===== config.mk =====
export PLATFORM = sky130hd
export DESIGN_NAME = triggered_spike_window_capture_flat
export DESIGN_NICKNAME = d
export VERILOG_FILES = /design/src/rtl/tswc_pkg.sv /design/src/rtl/tswc_if.sv /design/src/rtl/triggered_spike_window_capture.sv /design/src/rtl/tswc_cell.sv /design/src/rtl/tswc_ring.sv /design/src/flat_wrapper.sv
export SDC_FILE = /design/constraint.sdc
export NUM_CORES = 2
export LEC_CHECK = 0
export ABC_AREA = 0
export BUFFER_PORTS_ARGS = -buffer_cell sky130_fd_sc_hd__clkbuf_2
export CAP_MARGIN = 20
export CORE_MARGIN = 5
export CORE_UTILIZATION = 43
export CTS_CLUSTER_SIZE = 28
export DETAILED_ROUTE_END_ITERATION = 10
export SLEW_MARGIN = 20
export SYNTH_ARGS = -nofsm -noshare
export SYNTH_HDL_FRONTEND = slang
export SYNTH_SLANG_ARGS = --single-unit

===== constraint.sdc =====
create_clock -name clk_i -period 111.3 [get_ports clk_i]
set_clock_uncertainty 0.15 [all_clocks]
set_input_delay 16.695 -clock clk_i [delete_from_list [all_inputs] [get_ports clk_i]]
set_output_delay 16.695 -clock clk_i [all_outputs]
set_load 0.02 [all_outputs]

===== src/rtl/tswc_pkg.sv =====
package tswc_pkg;

  localparam int PRE_DEPTH = 32;

  localparam int TIME_W   = 32;
  localparam int VOLT_W   = 16;
  localparam int IDX_W    = 20;
  localparam int PRE_W    = 16;
  localparam int POST_W   = 16;
  localparam int OFF_W    = 21;
  localparam int STAT_W   = 2;
  localparam int CFG_W    = 20;
  localparam int CFG_IDX_W = 2;
  localparam int FILL_W   = $clog2(PRE_DEPTH + 1);

  localparam logic [CFG_IDX_W-1:0] CFG_TRIGGER_INDEX = 2'd0;
  localparam logic [CFG_IDX_W-1:0] CFG_PRE_WINDOW    = 2'd1;
  localparam logic [CFG_IDX_W-1:0] CFG_POST_WINDOW   = 2'd2;

  localparam logic [STAT_W-1:0] STAT_OK          = 2'd0;
  localparam logic [STAT_W-1:0] STAT_NO_TRIGGER  = 2'd1;
  localparam logic [STAT_W-1:0] STAT_TRUNCATED   = 2'd2;

  localparam logic [PRE_W-1:0]  PRE_RESET  = 16'd1000;
  localparam logic [POST_W-1:0] POST_RESET = 16'd3000;

  typedef enum logic [1:0] {
    PH_WAIT,
    PH_POST,
    PH_DONE
  } phase_e;

  typedef enum logic [1:0] {
    ST_IDLE,
    ST_BURST,
    ST_TRIG,
    ST_LAST
  } state_e;

  typedef struct packed {
    logic [TIME_W-1:0]        stamp;
    logic signed [VOLT_W-1:0] volt;
  } sample_t;

endpackage


===== src/rtl/tswc_if.sv =====
interface tswc_in_if import tswc_pkg::*; ();
  logic                     valid;
  logic                     ready;
  logic [TIME_W-1:0]        sample_time;
  logic signed [VOLT_W-1:0] sample_voltage;
  logic                     end_of_record;

  modport source (output valid, sample_time, sample_voltage, end_of_record, input ready);
  modport sink   (input valid, sample_time, sample_voltage, end_of_record, output ready);
endinterface

interface tswc_out_if import tswc_pkg::*; ();
  logic                     valid;
  logic                     ready;
  logic [TIME_W-1:0]        relative_time;
  logic signed [VOLT_W-1:0] window_voltage;
  logic                     last_of_window;
  logic signed [OFF_W-1:0]  peak_offset;
  logic [STAT_W-1:0]        capture_status;

  modport source (output valid, relative_time, window_voltage, last_of_window, peak_offset,
                  capture_status, input ready);
  modport sink   (input valid, relative_time, window_voltage, last_of_window, peak_offset,
                  capture_status, output ready);
endinterface


===== src/rtl/triggered_spike_window_capture.sv =====
// Pre/post trigger window capture with peak search.
// Input channel in_if carries timestamped voltage samples of a record, one
// transaction per sample; end_of_record closes the record. Output channel
// out_if carries the window samples; last_of_window marks the final one,
// which also carries peak_offset and capture_status. The config port
// (cfg_we_i, cfg_idx_i, cfg_data_i) writes trigger index, pre and post
// window widths, one register per cycle; the user must write only while
// no capture is in flight, which the block does not enforce. Outside the
// trigger, one sample is taken per cycle; a result it causes is registered
// onto out_if in the next cycle. The trigger sample starts a drain of the
// pre-trigger shift chain: one cell position per cycle through PRE_DEPTH
// cells, then a closing step, with no sample taken. A sample in the post
// window that ends the record needs an extra step for its second result.
// Reset clears counters, phase, fill and peak; the chain contents are
// don't-care until written. When out_if stalls, the single output register
// holds and both input and drain pause until the result is taken.
module triggered_spike_window_capture import tswc_pkg::*; (
  input  logic                 clk_i,
  input  logic                 rst_ni,
  tswc_in_if.sink              in_if,
  tswc_out_if.source           out_if,
  input  logic                 cfg_we_i,
  input  logic [CFG_IDX_W-1:0] cfg_idx_i,
  input  logic [CFG_W-1:0]     cfg_data_i
);

  logic [IDX_W-1:0]  trig_index_q;
  logic [PRE_W-1:0]  pre_ticks_q;
  logic [POST_W-1:0] post_ticks_q;

  state_e state_q, state_d;
  phase_e phase_q, phase_d;

  logic [FILL_W-1:0]        fill_q, fill_d;
  logic [FILL_W-1:0]        step_q, step_d;
  logic [IDX_W-1:0]         count_q, count_d;
  logic [IDX_W-1:0]         eidx_q, eidx_d;
  logic [TIME_W-1:0]        trig_time_q, trig_time_d;
  logic signed [VOLT_W-1:0] trig_volt_q, trig_volt_d;
  logic                     trig_eor_q, trig_eor_d;
  logic [IDX_W-1:0]         trig_idx_q, trig_idx_d;
  logic [TIME_W-1:0]        start_q, start_d;
  logic [TIME_W:0]          end_q, end_d;
  logic [TIME_W-1:0]        wft_q, wft_d;
  logic [TIME_W-1:0]        held_time_q, held_time_d;
  logic signed [VOLT_W-1:0] held_volt_q, held_volt_d;
  logic signed [VOLT_W-1:0] peak_val_q, peak_val_d;
  logic [IDX_W-1:0]         peak_pos_q, peak_pos_d;
  logic                     trunc_q, trunc_d;
  logic                     first_q, first_d;

  logic                     o_valid_q;
  logic [TIME_W-1:0]        o_time_q;
  logic signed [VOLT_W-1:0] o_volt_q;
  logic                     o_last_q;
  logic signed [OFF_W-1:0]  o_off_q;
  logic [STAT_W-1:0]        o_stat_q;

  logic                     out_free, in_acc, shift;
  logic                     emit, e_last, e_no_trig;
  logic [TIME_W-1:0]        e_time;
  logic signed [VOLT_W-1:0] e_volt;
  logic [TIME_W-1:0]        start_c;
  logic                     tail_valid;
  sample_t                  head, tail;

  assign out_free = !o_valid_q || out_if.ready;
  assign in_if.ready = (state_q == ST_IDLE) && out_free;
  assign in_acc = in_if.valid && in_if.ready;

  assign head.stamp = in_if.sample_time;
  assign head.volt  = in_if.sample_voltage;

  assign start_c = (in_if.sample_time > TIME_W'(pre_ticks_q))
                   ? in_if.sample_time - TIME_W'(pre_ticks_q) : '0;
  assign tail_valid = ({1'b0, step_q} + {1'b0, fill_q}) >= (FILL_W+1)'(PRE_DEPTH);

  tswc_ring u_ring (
    .clk_i  (clk_i),
    .shift_i(shift),
    .head_i (head),
    .tail_o (tail)
  );

  always_ff @(posedge clk_i or negedge rst_ni) begin
    if (!rst_ni) begin
      trig_index_q <= '0;
      pre_ticks_q  <= PRE_RESET;
      post_ticks_q <= POST_RESET;
    end else if (cfg_we_i) begin
      case (cfg_idx_i)
        CFG_TRIGGER_INDEX: trig_index_q <= cfg_data_i[IDX_W-1:0];
        CFG_PRE_WINDOW:    pre_ticks_q  <= cfg_data_i[PRE_W-1:0];
        CFG_POST_WINDOW:   post_ticks_q <= cfg_data_i[POST_W-1:0];
        default:           ;
      endcase
    end
  end

  always_comb begin
    state_d     = state_q;
    phase_d     = phase_q;
    fill_d      = fill_q;
    step_d      = step_q;
    count_d     = count_q;
    eidx_d      = eidx_q;
    trig_time_d = trig_time_q;
    trig_volt_d = trig_volt_q;
    trig_eor_d  = trig_eor_q;
    trig_idx_d  = trig_idx_q;
    start_d     = start_q;
    end_d       = end_q;
    wft_d       = wft_q;
    held_time_d = held_time_q;
    held_volt_d = held_volt_q;
    peak_val_d  = peak_val_q;
    peak_pos_d  = peak_pos_q;
    trunc_d     = trunc_q;
    first_d     = first_q;
    shift       = 1'b0;
    emit        = 1'b0;
    e_last      = 1'b0;
    e_no_trig   = 1'b0;
    e_time      = held_time_q;
    e_volt      = held_volt_q;

    case (state_q)
      ST_IDLE: begin
        if (in_acc) begin
          count_d = in_if.end_of_record ? '0 : count_q + 1'b1;
          case (phase_q)
            PH_WAIT: begin
              if (count_q == trig_index_q) begin
                trig_time_d = in_if.sample_time;
                trig_volt_d = in_if.sample_voltage;
                trig_eor_d  = in_if.end_of_record;
                trig_idx_d  = count_q;
                start_d     = start_c;
                end_d       = {1'b0, in_if.sample_time} + (TIME_W+1)'(post_ticks_q);
                trunc_d     = (fill_q == FILL_W'(PRE_DEPTH)) &&
                              (count_q > IDX_W'(fill_q)) && (tail.stamp >= start_c);
                eidx_d      = count_q - IDX_W'(PRE_DEPTH);
                step_d      = '0;
                first_d     = 1'b1;
                state_d     = ST_BURST;
              end else begin
                shift = 1'b1;
                if (fill_q < FILL_W'(PRE_DEPTH)) begin
                  fill_d = fill_q + 1'b1;
                end
                if (in_if.end_of_record) begin
                  emit      = 1'b1;
                  e_last    = 1'b1;
                  e_no_trig = 1'b1;
                  fill_d    = '0;
                end
              end
            end
            PH_POST: begin
              emit = 1'b1;
              if ({1'b0, in_if.sample_time} <= end_q) begin
                if (in_if.sample_voltage > peak_val_q) begin
                  peak_val_d = in_if.sample_voltage;
                  peak_pos_d = count_q;
                end
                held_time_d = in_if.sample_time;
                held_volt_d = in_if.sample_voltage;
                if (in_if.end_of_record) begin
                  state_d = ST_LAST;
                end
              end else begin
                e_last  = 1'b1;
                phase_d = PH_DONE;
              end
              if (in_if.end_of_record) begin
                phase_d = PH_WAIT;
                fill_d  = '0;
              end
            end
            default: begin
              if (in_if.end_of_record) begin
                phase_d = PH_WAIT;
                fill_d  = '0;
              end
            end
          endcase
        end
      end

      ST_BURST: begin
        if (out_free) begin
          shift  = 1'b1;
          step_d = step_q + 1'b1;
          eidx_d = eidx_q + 1'b1;
          e_time = tail.stamp;
          e_volt = tail.volt;
          if (tail_valid && (tail.stamp >= start_q)) begin
            emit = 1'b1;
            if (first_q) begin
              first_d    = 1'b0;
              wft_d      = tail.stamp;
              peak_val_d = tail.volt;
              peak_pos_d = eidx_q;
            end else if (tail.volt > peak_val_q) begin
              peak_val_d = tail.volt;
              peak_pos_d = eidx_q;
            end
          end
          if (step_q == FILL_W'(PRE_DEPTH - 1)) begin
            state_d = ST_TRIG;
          end
        end
      end

      ST_TRIG: begin
        if (out_free) begin
          if (first_q) begin
            wft_d      = trig_time_q;
            peak_val_d = trig_volt_q;
            peak_pos_d = trig_idx_q;
          end else if (trig_volt_q > peak_val_q) begin
            peak_val_d = trig_volt_q;
            peak_pos_d = trig_idx_q;
          end
          held_time_d = trig_time_q;
          held_volt_d = trig_volt_q;
          if (trig_eor_q) begin
            emit    = 1'b1;
            e_last  = 1'b1;
            e_time  = trig_time_q;
            e_volt  = trig_volt_q;
            phase_d = PH_WAIT;
            fill_d  = '0;
          end else begin
            phase_d = PH_POST;
          end
          state_d = ST_IDLE;
        end
      end

      ST_LAST: begin
        if (out_free) begin
          emit    = 1'b1;
          e_last  = 1'b1;
          state_d = ST_IDLE;
        end
      end

      default: state_d = ST_IDLE;
    endcase
  end

  always_ff @(posedge clk_i or negedge rst_ni) begin
    if (!rst_ni) begin
      state_q     <= ST_IDLE;
      phase_q     <= PH_WAIT;
      fill_q      <= '0;
      step_q      <= '0;
      count_q     <= '0;
      eidx_q      <= '0;
      trig_eor_q  <= 1'b0;
      trig_idx_q  <= '0;
      start_q     <= '0;
      end_q       <= '0;
      wft_q       <= '0;
      held_time_q <= '0;
      held_volt_q <= '0;
      peak_val_q  <= {1'b1, {(VOLT_W-1){1'b0}}};
      peak_pos_q  <= '0;
      trunc_q     <= 1'b0;
      first_q     <= 1'b0;
      o_valid_q   <= 1'b0;
    end else begin
      state_q     <= state_d;
      phase_q     <= phase_d;
      fill_q      <= fill_d;
      step_q      <= step_d;
      count_q     <= count_d;
      eidx_q      <= eidx_d;
      trig_eor_q  <= trig_eor_d;
      trig_idx_q  <= trig_idx_d;
      start_q     <= start_d;
      end_q       <= end_d;
      wft_q       <= wft_d;
      held_time_q <= held_time_d;
      held_volt_q <= held_volt_d;
      peak_val_q  <= peak_val_d;
      peak_pos_q  <= peak_pos_d;
      trunc_q     <= trunc_d;
      first_q     <= first_d;
      if (out_free) begin
        o_valid_q <= emit;
      end
    end
  end

  always_ff @(posedge clk_i) begin
    trig_time_q <= trig_time_d;
    trig_volt_q <= trig_volt_d;
    if (out_free && emit) begin
      o_last_q <= e_last;
      if (e_no_trig) begin
        o_time_q <= '0;
        o_volt_q <= '0;
        o_off_q  <= '0;
        o_stat_q <= STAT_NO_TRIGGER;
      end else begin
        o_time_q <= e_time - wft_d;
        o_volt_q <= e_volt;
        if (e_last) begin
          o_off_q  <= OFF_W'({1'b0, peak_pos_d} - {1'b0, trig_index_q});
          o_stat_q <= trunc_q ? STAT_TRUNCATED : STAT_OK;
        end else begin
          o_off_q  <= '0;
          o_stat_q <= STAT_OK;
        end
      end
    end
  end

  assign out_if.valid          = o_valid_q;
  assign out_if.relative_time  = o_time_q;
  assign out_if.window_voltage = o_volt_q;
  assign out_if.last_of_window = o_last_q;
  assign out_if.peak_offset    = o_off_q;
  assign out_if.capture_status = o_stat_q;

  a_fill_bound: assert property (@(posedge clk_i) disable iff (!rst_ni)
    fill_q <= FILL_W'(PRE_DEPTH))
    else $error("pre-trigger fill exceeds chain depth");

  a_burst_waits: assert property (@(posedge clk_i) disable iff (!rst_ni)
    (state_q == ST_BURST || state_q == ST_TRIG) |-> phase_q == PH_WAIT)
    else $error("chain drain outside the waiting phase");

  a_mid_clean: assert property (@(posedge clk_i) disable iff (!rst_ni)
    (o_valid_q && !o_last_q) |-> (o_stat_q == STAT_OK && o_off_q == '0))
    else $error("status or peak offset set on a non-final result");

  a_no_trigger: assert property (@(posedge clk_i) disable iff (!rst_ni)
    (in_acc && phase_q == PH_WAIT && count_q != trig_index_q && in_if.end_of_record)
    |=> (o_valid_q && o_last_q && o_stat_q == STAT_NO_TRIGGER))
    else $error("record without trigger did not report status");

endmodule


===== src/rtl/tswc_cell.sv =====
module tswc_cell import tswc_pkg::*; (
  input  logic    clk_i,
  input  logic    shift_i,
  input  sample_t data_i,
  output sample_t data_o
);

  sample_t data_q;

  always_ff @(posedge clk_i) begin
    if (shift_i) begin
      data_q <= data_i;
    end
  end

  assign data_o = data_q;

endmodule


===== src/rtl/tswc_ring.sv =====
module tswc_ring import tswc_pkg::*; (
  input  logic    clk_i,
  input  logic    shift_i,
  input  sample_t head_i,
  output sample_t tail_o
);

  // link[k] feeds cell k; link[PRE_DEPTH] is the oldest position
  sample_t link [PRE_DEPTH+1];

  assign link[0] = head_i;

  for (genvar k = 0; k < PRE_DEPTH; k++) begin : g_cell
    tswc_cell u_cell (
      .clk_i  (clk_i),
      .shift_i(shift_i),
      .data_i (link[k]),
      .data_o (link[k+1])
    );
  end

  assign tail_o = link[PRE_DEPTH];

endmodule


===== src/flat_wrapper.sv =====
// flat-port wrapper written by rule: the top's interface ports become plain ports
module triggered_spike_window_capture_flat import tswc_pkg::*;
  (clk_i, rst_ni, cfg_we_i, cfg_idx_i, cfg_data_i, in_if_valid, in_if_sample_time, in_if_sample_voltage, in_if_end_of_record, in_if_ready, out_if_valid, out_if_relative_time, out_if_window_voltage, out_if_last_of_window, out_if_peak_offset, out_if_capture_status, out_if_ready);
  tswc_in_if in_if_i ();
  tswc_out_if out_if_i ();
  input  logic clk_i;
  input  logic rst_ni;
  input  logic cfg_we_i;
  input  logic [CFG_IDX_W-1:0] cfg_idx_i;
  input  logic [CFG_W-1:0] cfg_data_i;
  input wire logic [$bits(in_if_i.valid)-1:0] in_if_valid;
  input wire logic [$bits(in_if_i.sample_time)-1:0] in_if_sample_time;
  input wire logic [$bits(in_if_i.sample_voltage)-1:0] in_if_sample_voltage;
  input wire logic [$bits(in_if_i.end_of_record)-1:0] in_if_end_of_record;
  output wire logic [$bits(in_if_i.ready)-1:0] in_if_ready;
  output wire logic [$bits(out_if_i.valid)-1:0] out_if_valid;
  output wire logic [$bits(out_if_i.relative_time)-1:0] out_if_relative_time;
  output wire logic [$bits(out_if_i.window_voltage)-1:0] out_if_window_voltage;
  output wire logic [$bits(out_if_i.last_of_window)-1:0] out_if_last_of_window;
  output wire logic [$bits(out_if_i.peak_offset)-1:0] out_if_peak_offset;
  output wire logic [$bits(out_if_i.capture_status)-1:0] out_if_capture_status;
  input wire logic [$bits(out_if_i.ready)-1:0] out_if_ready;
  assign in_if_i.valid = in_if_valid;
  assign in_if_i.sample_time = in_if_sample_time;
  assign in_if_i.sample_voltage = in_if_sample_voltage;
  assign in_if_i.end_of_record = in_if_end_of_record;
  assign in_if_ready = in_if_i.ready;
  assign out_if_valid = out_if_i.valid;
  assign out_if_relative_time = out_if_i.relative_time;
  assign out_if_window_voltage = out_if_i.window_voltage;
  assign out_if_last_of_window = out_if_i.last_of_window;
  assign out_if_peak_offset = out_if_i.peak_offset;
  assign out_if_capture_status = out_if_i.capture_status;
  assign out_if_i.ready = out_if_ready;
  triggered_spike_window_capture u_core (.clk_i(clk_i), .rst_ni(rst_ni), .in_if(in_if_i), .out_if(out_if_i), .cfg_we_i(cfg_we_i), .cfg_idx_i(cfg_idx_i), .cfg_data_i(cfg_data_i));
endmodule

==> impl_metrics.json <==
{
  "status": "complete, no violations",
  "synth-simple-area-share_pct": 5.64,
  "nets": 5199,
  "routabilityCongestion": 0.823,
  "netlist_area_um2": 75100,
  "synthCells": 4643,
  "path_delay_family": "buffers and inverters",
  "crit_path_frequent_cell": "clkbuf_2",
  "cts_hold_buf": 0,
  "antenna_found_initial": 4,
  "synth_top_cell_by_area": "edfxtp_1",
  "slew_viol_final": 0,
  "arrival_ps": 17730,
  "reg2reg_slack_ps": 103500,
  "clk_pin_slew_ps": 60,
  "layout_commonest_cell": "edfxtp_1",
  "grt_pass1_vias": 38500,
  "synth_compound_area_share_pct": 8.21,
  "whs_endpoint": "u_core.u_ring.g_cell[30].u_cell.data_o[19]",
  "n_fill_cell": 14600,
  "syn_area_per_cell_um2": 16.2,
  "clock_sinks": 1969,
  "antenna_left": 0,
  "regToRegEndpoint": "u_core.out_if.relative_time[30]",
  "num_rows": 153,
  "clock_path_buffers": 3,
  "async_flop_share_pct": 15.9,
  "min_period_ps": 34570,
  "dieHeight_um": 428,
  "grt_max_degree": 188,
  "post_cts.repair.setup_buffers": 0,
  "max_slew_margin_pct": 25.9,
  "start_kind": "input pin",
  "dr.first_iter.drc_count": 3470,
  "wl_per_cell_um": 20.8,
  "setup_viol": 0,
  "crit_path_max_incr_delay_ps": 360,
  "portBuffers": 149,
  "cp_num_buf_inv": 3,
  "hold_depth": 0,
  "yosys_warnings": 0,
  "ir_drop_mv": 0.0331,
  "min_period_over_period_pct": 31.1,
  "initial_core_util_pct": 43.2,
  "hpwl_um": 93400,
  "cts_buffers": 193,
  "synth_nets": 4974,
  "critical_path_class": "input pin to primary output",
  "drcViolationCount": 0,
  "die-area_um2": 183000,
  "boundaryPins": 150,
  "synth_top_area_share_pct": 66.3,
  "synth.distinct_cells": 86,
  "r2r-start": "u_core.u_ring.g_cell[31].u_cell.data_o[36]",
  "htree_num_levels": 4,
  "synth.yosys.seq_area_share_pct": 76.7,
  "ys.flop_type": "edfxtp_1",
  "track_usage_pct": 16.5,
  "rsz0062_at_grt": "false",
  "synth_edf_count": 1656,
  "drt_first_pass_iters": 6,
  "drive_above_1_share_pct": 12.2,
  "crit_start": "out_if_ready",
  "cp_cell_sequence": "clkbuf_2 -> nor2b_2 -> buf_4 -> nor2_1 -> clkbuf_2",
  "worstMarginPinSlew_ps": 1110,
  "cts-root-buf": "clkbuf_16",
  "grt_first_pass_wirelength_um": 231000,
  "min_path_type": "register to register",
  "cp_slowest_cell": "nor2_1",
  "reg2regPathDepth": 22,
  "hold_start": "u_core.u_ring.g_cell[29].u_cell.data_o[19]",
  "cp.required_ps": 94460,
  "cts_resized": 0,
  "synth-seq-cells": 1969,
  "wirelength_um": 153000,
  "finalSetupTns_ps": 0,
  "hold_viol": 0,
  "clock.fmax_mhz": 28.9,
  "path_depth": 5,
  "cts_tree": "yes",
  "final_cell_mix": "edfxtp_1 (1656), nand2_1 (343), dfrtp_1 (299)",
  "die_w_um": 428,
  "synthXorXnorAreaFrac_pct": 1.52,
  "leakagePower_nw": 31.0,
  "synthAdderAreaFrac_pct": 4.30,
  "viasPerCell": 5.29,
  "core_area_um2": 174000,
  "clk-insertion-delay-late_ps": 850,
  "post-place-cells": 6998,
  "grt-ovfl-total": 0,
  "muxShareOfSynthArea_pct": 1.74,
  "area_delta_synth_final_pct": 13.7,
  "end_kind": "primary output",
  "fin_cells": 7365,
  "synth_top_cells_by_area": "edfxtp_1 (66%), dfrtp_1 (10%), ha_1 (4.2%)",
  "cap_violations": 0,
  "num_vias": 39000,
  "crit_fanout": 13,
  "cellPowerDensity_nw_per_um2": 29.4,
  "synth_top_family_by_area": "compound AO/OA/AOI/OAI gates"
}
stage by stage:
step | cell area, um2 | power, mW | util [%] | hold slack [ps] | setup WS, ps
finish | 85300 | 2.51 | 49.1 | 236 | 76730
global route | 85300 | 2.65 | 49.1 | 246 | 76730
CTS | 85300 | 2.55 | 49.1 | 234 | 76700
detailed placement | 78600 | 1.85 | 45.2 | 255 | 76710
global placement | 78600 | 1.83 | 45.2 | 250 | 76700
floorplan | 75100 | 2.43 | - | 250 | 15500
cell type report:
type,count,area (um2),share of cell area (%)
inverters,199,747,0.875
repair buffers,200,1180,1.38
well taps,2325,2910,3.41
diodes,8,20.0,0.0235
clock buffers,253,5250,6.15
multi-input cells,2305,16200,19.0
clock inverters,106,1440,1.69
flip-flops and latches,1969,57600,67.5
layer usage:
layer	vias up	wire [um]	track usage, %
li1	18100	-	-
met1	19600	68300	22.5
met2	983	71100	25.9
met3	318	7250	3.05
met4	0	6320	7.42
met5	-	0	0
Yosys cell counts, types with 11 or more instances:
cell type / n
o21a_1: 21
nor2b_1: 74
o22ai_1: 22
o31ai_1: 15
buf_2: 18
o21bai_1: 16
edfxtp_1: 1656
a32o_1: 15
and3_1: 32
ha_1: 250
o211ai_1: 27
a31oi_1: 15
dfrtp_1: 299
o21ai_1: 11
nand2_1: 343
a221oi_2: 29
clkbuf_1: 139
buf_1: 13
a21o_1: 63
nor4_1: 11
a221o_1: 16
nor2_1: 187
a22o_1: 88
nand2b_1: 20
nor3_1: 58
a21oi_1: 132
mux2i_1: 90
xor2_1: 79
nand4_1: 38
mux2_2: 36
inv_1: 195
and2_1: 11
nand3_1: 68
o21ai_0: 263
or2_2: 11
or3_1: 16
dfstp_2: 14
a211oi_1: 11
a22oi_1: 87
xnor2_1: 51
state kept, by name, indices dropped and copies added, names as in the netlist, 2 cells and up:
register                            cells
u_core.wft_q                           32
u_core.peak_val_q                      16
u_core.out_if.peak_offset              21
u_core.held_time_q                     32
u_core.trig_idx_q                      20
u_core.step_q                           6
u_core.trig_index_q                    20
u_core.eidx_q                          20
u_core.out_if.capture_status            2
u_core.end_q                           33
u_core.trig_time_q                     32
u_core.fill_q                           6
u_core.trig_volt_q                     16
u_core.count_q                         20
u_core.state_q                          2
u_core.out_if.window_voltage           16
u_core.post_ticks_q                    16
u_core.peak_pos_q                      20
u_core.u_ring.g_cell.u_cell.data_o   1536
u_core.held_volt_q                     16
u_core.start_q                         32
u_core.phase_q                          2
u_core.pre_ticks_q                     16
u_core.out_if.relative_time            32
worst reg2reg max path, cell delays in order, from the launching register on:
cell and delay (ps):
edfxtp_1 550, ha_1 360, nand4_1 170, or3_1 430, a2111oi_2 330, o311ai_1 360
a211oi_2 570, nand2_1 100, buf_4 310, nor2_4 880, a22o_1 290, a221oi_2 90
ha_1 300, or3_1 430, or2_2 310, o221ai_1 320, o211ai_1 230, o21a_1 280
a211o_1 330, o41ai_2 350, o21ai_0 180, xnor2_1 170, nor2_1 60
kinds of logic after synthesis:
group                    Yosys count
AO/OA/AOI/OAI                    892
XOR/XNOR                         130
adder cells (fa/ha/maj)          255
buffers and inverters            369
flip-flops                      1969
multiplexers                     126
AND/OR/NAND/NOR                  902
report_power, final:
group | leakage, nW | internal, mW | switching (mW)
sequential | 19.3 | 1.16 | 0.0900
clock | 3.24 | 0.401 | 0.277
combinational | 8.45 | 0.173 | 0.408
worst max path at each step:
stage / to / slack, ps
after CTS: in_if_ready / 76700
after global routing: in_if_ready / 76730
after detailed placement: in_if_ready / 76710
final: in_if_ready / 76730
after floorplan: u_core.u_ring.g_cell[0].u_cell.data_o[0] / 15500
after global placement: in_if_ready / 76700
Note: power is estimated with default switching activity, not from simulation.
